==> src/rtl/skt_pkg.sv <==
// Package for the sorted key table lookup block.
// Holds sizes, entry layout, request and status codes and the sequencer states.
// No dependencies.
package skt_pkg;

    // Table geometry
    localparam int MAX_ENTRIES = 4096;
    localparam int IDX_W       = $clog2(MAX_ENTRIES);
    localparam int CNT_W       = $clog2(MAX_ENTRIES + 1);
    localparam int NUM_WORDS   = 4;
    localparam int WORD_W      = 64;
    localparam int TID_W       = 8;
    localparam int CTR_W       = 32;

    // Configuration port
    localparam int CFG_ADDR_W  = 4;
    localparam int CFG_DATA_W  = 64;
    localparam logic CFG_IDX_MAPPED = 1'b0;

    // Request codes
    localparam logic [1:0] REQ_CLEAR  = 2'd0;
    localparam logic [1:0] REQ_APPEND = 2'd1;
    localparam logic [1:0] REQ_LOOKUP = 2'd2;

    // Status codes
    localparam logic [2:0] ST_HIT  = 3'd0;
    localparam logic [2:0] ST_MISS = 3'd1;
    localparam logic [2:0] ST_ERR  = 3'd2;
    localparam logic [2:0] ST_ACK  = 3'd3;
    localparam logic [2:0] ST_FULL = 3'd4;

    typedef logic [WORD_W-1:0] word_t;
    typedef logic [NUM_WORDS-1:0][WORD_W-1:0] key_t;

    typedef struct packed {
        key_t              key;
        logic [TID_W-1:0]  tid;
        word_t             offset;
        word_t             length;
    } entry_t;

    // Result of one key comparison: stored key below or above the search key
    typedef struct packed {
        logic lt;
        logic gt;
    } cmp_res_t;

    typedef enum logic [3:0] {
        S_IDLE,
        S_EXEC,
        S_PROBE,
        S_CMP,
        S_WL_RD,
        S_WL_CMP,
        S_WR_RD,
        S_WR_CMP,
        S_BOUND,
        S_EMIT
    } skt_state_t;

endpackage

==> src/rtl/skt_key_cmp.sv <==
// Shared 256-bit key comparator: unsigned, word NUM_WORDS-1 most significant.
// Depends on skt_pkg.
module skt_key_cmp import skt_pkg::*;
(
    input  key_t     stored_key,
    input  key_t     search_key,
    output cmp_res_t order
);

    // Walk from the least significant word up; the highest differing word wins
    always_comb
    begin
        order = '0;
        for (int w = 0; w < NUM_WORDS; w++)
        begin
            if (stored_key[w] != search_key[w])
            begin
                order.lt = stored_key[w] < search_key[w];
                order.gt = stored_key[w] > search_key[w];
            end
        end
    end

endmodule

==> config.mk <==
export PLATFORM = sky130hd
export DESIGN_NAME = skt_key_cmp
export DESIGN_NICKNAME = d
export VERILOG_FILES = /design/src/rtl/skt_pkg.sv /design/src/rtl/skt_key_cmp.sv
export SDC_FILE = /design/constraint.sdc
export NUM_CORES = 1
export LEC_CHECK = 0
export BUFFER_PORTS_ARGS = -buffer_cell sky130_fd_sc_hd__buf_4
export CORE_AREA = 5 5 195 197
export DETAILED_ROUTE_END_ITERATION = 8
export DIE_AREA = 0 0 200 202
export GPL_ROUTABILITY_DRIVEN = 0
export GPL_TIMING_DRIVEN = 0
export PLACE_DENSITY_LB_ADDON = 0.08
export SYNTH_ARGS = -nofsm -noshare
export SYNTH_HDL_FRONTEND = slang
export SYNTH_SLANG_ARGS = --single-unit
==> constraint.sdc <==
create_clock -name vclk -period 2.9
set_input_delay 0.145 -clock vclk [all_inputs]
set_output_delay 0.145 -clock vclk [all_outputs]
set_load 0.01 [all_outputs]
==> results of run 1 <==
==> per-stage QoR <==
step | TNS, ns | instances | hold WS, ns | setup slack (ns)
after detailed placement | -0.331 | 1907 | 1.06 | -0.180
after floorplan | 0 | 925 | 0.781 | 0.694
final | 0 | 1910 | 1.06 | 0.127
after CTS | 0 | 1908 | 1.08 | 0.00899
after global placement | -0.304 | 1907 | 1.06 | -0.172
after global routing | 0 | 1910 | 1.15 | 0.00432
==> placed cells by master, fill, tap and decap left out, types with 4 or more instances in the layout <==
| cell type | n |
|---|---|
| o21ai_0 | 33 |
| nand3_1 | 35 |
| nand2_1 | 49 |
| and4_1 | 4 |
| nor2b_1 | 5 |
| a21oi_1 | 87 |
| a21o_1 | 16 |
| a211o_1 | 4 |
| o21a_1 | 6 |
| nor3_1 | 13 |
| inv_1 | 263 |
| nor2_1 | 25 |
| nor4_1 | 7 |
| a211oi_1 | 10 |
| o211ai_1 | 7 |
| and3_1 | 5 |
| a221oi_1 | 4 |
| ha_1 | 256 |
| buf_4 | 515 |
| nand4_1 | 50 |
==> power groups by stage <==
stage / logic [mW] / registers [mW] / clock network, mW
finish: 1.35 / 0 / 0.0000000923
global route: 1.55 / 0 / 0.0000000924
CTS: 1.37 / 0 / 0
detailed placement: 1.36 / 0 / 0
global placement: 1.35 / 0 / 0
floorplan: 0.614 / 0 / 0
==> cells by family (layout without fill, tap and decap cells) <==
group,Yosys count,after routing,share of synthesized area [%]
buf+inv,263,778,15.1
fa+ha+maj,256,256,49.1
simple gates,206,206,16.5
compound gates,200,200,19.2
other cells,0,2,0
==> cell type report <==
cell class	instances	area [um2]	share of cell area, %
well taps	468	586	5.31
repair buffers	515	3870	35.0
inverters	263	987	8.95
multi-input cells	662	5590	50.6
diodes	2	5.00	0.0454
==> worst min-delay path by stage <==
stage / to / from / slack, ns
after global routing: order[1] / search_key[64] / 1.15
final: order[1] / stored_key[63] / 1.06
after global placement: order[1] / stored_key[63] / 1.06
after CTS: order[1] / stored_key[63] / 1.08
after detailed placement: order[1] / stored_key[63] / 1.06
after floorplan: order[1] / stored_key[63] / 0.78
==> metal layers <==
layer  vias up  part of all wire, %  track usage, %  routed length [um]
met5         -                0.064               0                  20
li1       4282                    -               -                   -
met3        14                  9.4            4.02                2930
met1      3421                   38            15.9               11700
met2       278                   52            27.2               16000
met4         2                  1.0            1.24                 320
==> repair_timing <==
| item | 4_1_cts | 5_1_grt |
|---|---|---|
| pin swaps | 2 | 4 |
| resized for setup | 4 | 7 |
| endpoints found under the setup margin | 2 | 2 |
| cloned | 0 | 0 |
| buffers inserted | 1 | 0 |
| endpoints found under the hold margin | 0 | 0 |
==> impl_metrics.yaml, run 1 <==
routing:
  vias: 7997
  antenna_left: 0
  dr.first_iter.drc_count: 167
  drtPass1Iterations: 4
  avgViaCountPerCell: 4.19
  drc_errors: 0
  drt_wl_total_mm: 31.0
  wl_per_cell_um: 16.2
clocking:
  hold_buffers: 0
placed_design:
  numPortBuffers: 514
  dpl-instance-area_um2: 11000
  dp.final_hpwl_mm: 30.3
critical_path:
  critical_path_required_ns: 2.76
  crit_slowest_cell: "or4b_4"
  worstSetupPathType: "in -> out"
  cp_common_cell: "buf_4"
  crit_path_end_kind: "output pin"
  path_cells: "buf_4 > ha_1 > a211oi_2 > o21ai_1 > a311oi_1 > nor2_1 > or4b_4 > a221oi_4 > a31oi_1 > buf_4 > nor2b_4 > buf_4"
  cp_num_buf_inv: 3
  crit_start: "stored_key[209]"
  crit_family: "compound AO/OA/AOI/OAI gates"
  path_max_fanout: 2
  cp.arrival_ns: 2.63
  critPathCapture: "order[0]"
  cp-start-kind: "input port"
  cp_num_cells: 12
  slowest_delay_ns: 0.56
floorplan:
  die_area_um2: 40400
  die_h_um: 202
  initial_utilization_pct: 18.1
  row_count: 70
  pin_count: 514
  die_w_um: 200
  core_um2: 36100
timing:
  clock.fmax_mhz: 361
  setup_violations: 0
  period_needed_ns: 2.77
  finalMaxSlewViolations: 0
  worst_pin_slew_ns: 0.520
  fin_crit_sh_pct: 95.6
  hold_viol_final: 0
  slew_headroom_pct: 65.0
  rsz0062_at_grt: "false"
synthesis:
  synth_most_common_cell: "inv_1"
  synth_commonest_cells: "inv_1 (263), ha_1 (256), a21oi_1 (87)"
  synthTopCellsByArea: "ha_1 (49%), inv_1 (15%), a21oi_1 (6.7%)"
  yosysUniqueCellTypes: 48
  yosys.area.top_type_share_pct: 49.1
  syn_avg_cell_area_um2: 7.05
  ys_warn_count: 0
  yosysSeqAreaShare_pct: 0
  synthCells: 925
  netlist_area_um2: 6520
  yosysTopAreaCell: "ha_1"
  synth_nets: 1693
layout:
  n_fill_cell: 4025
  flops_and_latches: 0
  nClkBuffers: 0
  area_growth_syn_to_layout_pct: 69.1
  final_core_util_pct: 30.6
  regArea_um2: 0
  design_area_um2: 11000
  nets: 2210
  drive_gt1_share_pct: 36.7
power_and_ir_drop:
  p_clk_share_pct: 0
  powerDensity_nw_per_um2: 122
  p_switching_mw: 0.556
  switching_share_pct: 41.1
  peakVddDrop_uv: 43.2
  total_power_mw: 1.35
  internal_power_mw: 0.796
  p_seq_share_pct: 0
  p_comb_share_pct: 100.0
  cellLeakagePower_nw: 6.63
global_routing:
  track_usage_pct: 14.2
  grt_max_degree: 5
  grt_pass1_vias: 8363
  grt_pass1_wl_mm: 45.6
  antenna_found_initial: 3
  grt_overflow_total: 0
run:
  drv_cap: 0
outcome:
  status: "completed"
hold_path:
  hold_path.class: "in -> out"
  whs_path_depth: 7
No activity file was read; power rests on OpenSTA's default activity.
==> run 2, diff against run 1 <==
--- a/config.mk
+++ b/config.mk
@@ -5,7 +5,7 @@
 export SDC_FILE = /design/constraint.sdc
 export NUM_CORES = 1
 export LEC_CHECK = 0
-export BUFFER_PORTS_ARGS = -buffer_cell sky130_fd_sc_hd__buf_4
+export BUFFER_PORTS_ARGS = -buffer_cell sky130_fd_sc_hd__buf_2
 export CORE_AREA = 5 5 195 197
 export DETAILED_ROUTE_END_ITERATION = 8
 export DIE_AREA = 0 0 200 202
==> impl_metrics.yaml, run 2 (synthesized netlist as in run 1, its figures left out) <==
power_and_ir_drop:
  powerDensity_nw_per_um2: 120
  peakVddDrop_uv: 37.7
  cellLeakagePower_nw: 6.19
layout:
  flops_and_latches: 0
  area_growth_syn_to_layout_pct: 50.0
  n_fill_cell: 4161
  regArea_um2: 0
  nClkBuffers: 0
  drive_gt1_share_pct: 36.9
  final_common_cell: "buf_2"
  final_core_util_pct: 27.1
  design_area_um2: 9780
  layout_common_cells: "buf_2 (514), inv_1 (263), ha_1 (255), a21oi_1 (87), nand4_1 (50)"
  nets: 2211
critical_path:
  worstSetupPathType: "in -> out"
  cp-start-kind: "input port"
  slowest_delay_ns: 0.55
  cp.arrival_ns: 2.63
  cp_common_cell: "buf_2"
  path_cells: "buf_2 > ha_1 > a211oi_2 > o21ai_1 > a311oi_1 > nor2_1 > or4b_4 > a221oi_4 > a31oi_1 > buf_4 > nor2b_4 > buf_2"
  path_max_fanout: 2
  cp_num_buf_inv: 3
  critical_path_required_ns: 2.76
  crit_family: "compound AO/OA/AOI/OAI gates"
  crit_slowest_cell: "or4b_4"
  crit_path_end_kind: "output pin"
floorplan:
  die_area_um2: 40400
  die_h_um: 202
  initial_utilization_pct: 18.1
  core_um2: 36100
  row_count: 70
  pin_count: 514
  die_w_um: 200
routing:
  drc_errors: 0
  vias: 8012
  avgViaCountPerCell: 4.18
  dr.first_iter.drc_count: 143
  drtPass1Iterations: 7
  antenna_left: 0
  wl_per_cell_um: 16.0
  drt_wl_total_mm: 30.6
timing:
  setup_tns_ns: 0
  clock.fmax_mhz: 361
  holdWs_ns: 1.05
  rsz0062_at_grt: "false"
  slew_headroom_pct: 66.5
  setup_violations: 0
  period_needed_ns: 2.77
  finalMaxSlewViolations: 0
  fin_crit_sh_pct: 95.5
  worst_pin_slew_ns: 0.498
  hold_viol_final: 0
global_routing:
  grt_pass1_wl_mm: 44.9
  track_usage_pct: 13.9
  grt_max_degree: 5
  grt_pass1_vias: 8401
  antenna_found_initial: 17
  grt_overflow_total: 0
placed_design:
  dp.final_hpwl_mm: 29.9
  numPortBuffers: 514
  dpl-instance-area_um2: 9680
hold_path:
  hp-start: "stored_key[63]"
  whs_path_depth: 7
  hold_end: "order[1]"
  hold_path.class: "in -> out"
outcome:
  status: "completed"
run:
  drv_cap: 0
clocking:
  hold_buffers: 0
-- run 2: cell count changes in the layout (fill, tap and decap cells not counted) --
| cell | change |
|---|---|
| a2111oi_1 | -1 |
| a2111oi_2 | +1 |
| buf_2 | +514 |
| buf_4 | -513 |
| diode_2 | +6 |
| ha_1 | -1 |
| ha_4 | +1 |
-- run 2: layout make-up --
| class | count | area, um2 | share of cell area [%] |
|---|---|---|---|
| well taps | 468 | 586 | 5.98 |
| diodes | 8 | 20.0 | 0.205 |
| repair buffers | 516 | 2590 | 26.4 |
| multi-input cells | 662 | 5600 | 57.3 |
| inverters | 263 | 987 | 10.1 |
-- run 2: what timing repair did --
action | 4_1_cts | 5_1_grt
endpoints found under the setup margin | 2 | 2
setup buffers | 1 | 1
gates resized for setup | 3 | 10
pin swaps | 3 | 8
endpoints found under the hold margin | 0 | 0
-- run 2: worst max-delay path by stage --
stage	from	end	slack, ns	depth (start not counted)
floorplan	search_key[209]	order[0]	0.69	10
global placement	stored_key[191]	order[0]	-0.21	11
detailed placement	search_key[245]	order[0]	-0.22	12
CTS	stored_key[191]	order[0]	0.02	11
global route	search_key[238]	order[0]	0.006	12
finish	stored_key[209]	order[0]	0.13	12
-- run 2: routing by layer --
metal  routed length, um  up-vias  share of wire (%)  global-route usage [%]
met5                  89        -               0.29                       0
met4                 219       16               0.72                   0.728
met3                2770       26                9.1                    3.85
met2               15800      287                 52                    27.1
met1               11700     3388                 38                    15.6
li1                    -     4295                  -                       -
-- run 2: metrics by stage --
step	power, mW	std cells	setup slack (ns)
2_1_floorplan	0.614	925	0.694
3_3_place_gp	1.17	1907	-0.212
3_5_place_dp	1.17	1907	-0.215
4_1_cts	1.19	1908	0.0241
5_1_grt	1.37	1915	0.00624
6_report	1.17	1917	0.129
-- run 2: where the power goes --
group,switching [mW],internal (mW),total (mW),leakage (nW)
registers,0,0,0,0
logic,0.562,0.607,1.17,6.19
clock network,0,0.000000369,0.000000369,0.0000507
total,0.562,0.607,1.17,6.19
==> run 3, diff against run 2 <==
--- a/config.mk
+++ b/config.mk
@@ -11,7 +11,7 @@
 export DIE_AREA = 0 0 200 202
 export GPL_ROUTABILITY_DRIVEN = 0
 export GPL_TIMING_DRIVEN = 0
-export PLACE_DENSITY_LB_ADDON = 0.08
+export PLACE_DENSITY_LB_ADDON = 0.3
 export SYNTH_ARGS = -nofsm -noshare
 export SYNTH_HDL_FRONTEND = slang
 export SYNTH_SLANG_ARGS = --single-unit
==> impl_metrics.yaml, run 3 (synthesized netlist as in run 1, its figures left out) <==
outcome:
  status: "completed"
layout:
  area_growth_syn_to_layout_pct: 50.9
  n_fill_cell: 4101
  nets: 2212
  final_common_cell: "buf_2"
  final_cell_count_no_fill: 1912
  layout_common_cells: "buf_2 (512), inv_1 (260), ha_1 (252), a21oi_1 (87), nand4_1 (50)"
  drive_gt1_share_pct: 37.7
  nClkBuffers: 0
  regArea_um2: 0
  design_area_um2: 9850
  final_core_util_pct: 27.3
  flops_and_latches: 0
placed_design:
  dpl-instance-area_um2: 9680
  dpl_worst_slack_ns: -0.472
  numPortBuffers: 514
  dp.final_hpwl_mm: 27.2
  place_inst: 1907
routing:
  met3_length_mm: 2.61
  vias: 8098
  drc_errors: 0
  highest_layer: "met5"
  drt-met1-wl_mm: 10.7
  drtPass1Iterations: 6
  avgViaCountPerCell: 4.24
  dr.first_iter.drc_count: 74
  wl_met2_mm: 14.2
  drt_wl_total_mm: 27.9
  antenna_left: 0
  wl_per_cell_um: 14.6
timing:
  holdWs_ns: 1.06
  slew_headroom_pct: 67.8
  setup_ws_ns: 0.177
  clock.fmax_mhz: 367
  setup_tns_ns: 0
  period_needed_ns: 2.72
  setup_violations: 0
  finalMaxSlewViolations: 0
  rsz0062_at_grt: "false"
  worst_pin_slew_ns: 0.479
  fin_crit_sh_pct: 93.9
  hold_viol_final: 0
floorplan:
  pin_count: 514
  initial_utilization_pct: 18.1
  die_h_um: 202
  die_w_um: 200
  die_area_um2: 40400
  core_um2: 36100
  row_count: 70
global_routing:
  antenna_found_initial: 4
  track_usage_pct: 12.4
  grt_pass1_vias: 8317
  grt_max_degree: 5
  grt_pass1_wl_mm: 40.6
  grt_overflow_total: 0
power_and_ir_drop:
  peakVddDrop_uv: 53.2
  powerDensity_nw_per_um2: 121
  total_power_mw: 1.19
  cellLeakagePower_nw: 6.19
critical_path:
  crit_family: "simple AND/OR/NAND/NOR gates"
  cp-start-kind: "input port"
  critical_path_required_ns: 2.76
  path_max_fanout: 3
  crit_path_end_kind: "output pin"
  crit_slowest_cell: "or4_4"
  slowest_delay_ns: 0.60
  worstSetupPathType: "in -> out"
  cp.arrival_ns: 2.58
  cp_num_buf_inv: 3
  path_cells: "buf_2 > inv_1 > ha_4 > and3_4 > nand4_1 > or4_4 > nor3_4 > and2_4 > nand4_1 > o221ai_1 > buf_2"
run:
  drv_cap: 0
hold_path:
  hold_path.class: "in -> out"
## run 3: routing by layer
layer	vias to the layer above	track usage, %
li1	4284	-
met1	3468	13.8
met2	316	24.2
met3	26	2.73
met4	4	1.84
met5	-	0
## run 3: final cells by class
| cell class | instances | area, um2 | area share [%] |
|---|---|---|---|
| Tap cell | 468 | 586 | 5.95 |
| Antenna cell | 2 | 5.00 | 0.0508 |
| Timing Repair Buffer | 517 | 2600 | 26.4 |
| Multi-Input combinational cell | 662 | 5670 | 57.5 |
| Inverter | 263 | 987 | 10.0 |
## run 3: what timing repair did
| item | in CTS | in global routing |
|---|---|---|
| resized for setup | 9 | 18 |
| hold buffers | 0 | 0 |
| buffers inserted | 2 | 1 |
| endpoints found under the setup margin | 2 | 2 |
| pin swaps | 6 | 9 |
## run 3: report_power, final
group | switching (mW) | leakage (nW) | total [mW] | internal (mW)
sequential | 0 | 0 | 0 | 0
clock | 0 | 0.0000127 | 0.0000000922 | 0.0000000922
combinational | 0.576 | 6.19 | 1.19 | 0.615
## run 3: path summary, 6_finish.rpt
kind	endpoint	slack, ns	startpoint	cells after the start
hold / removal	order[1]	1.06	stored_key[63]	7
setup / recovery	order[1]	0.18	search_key[191]	11
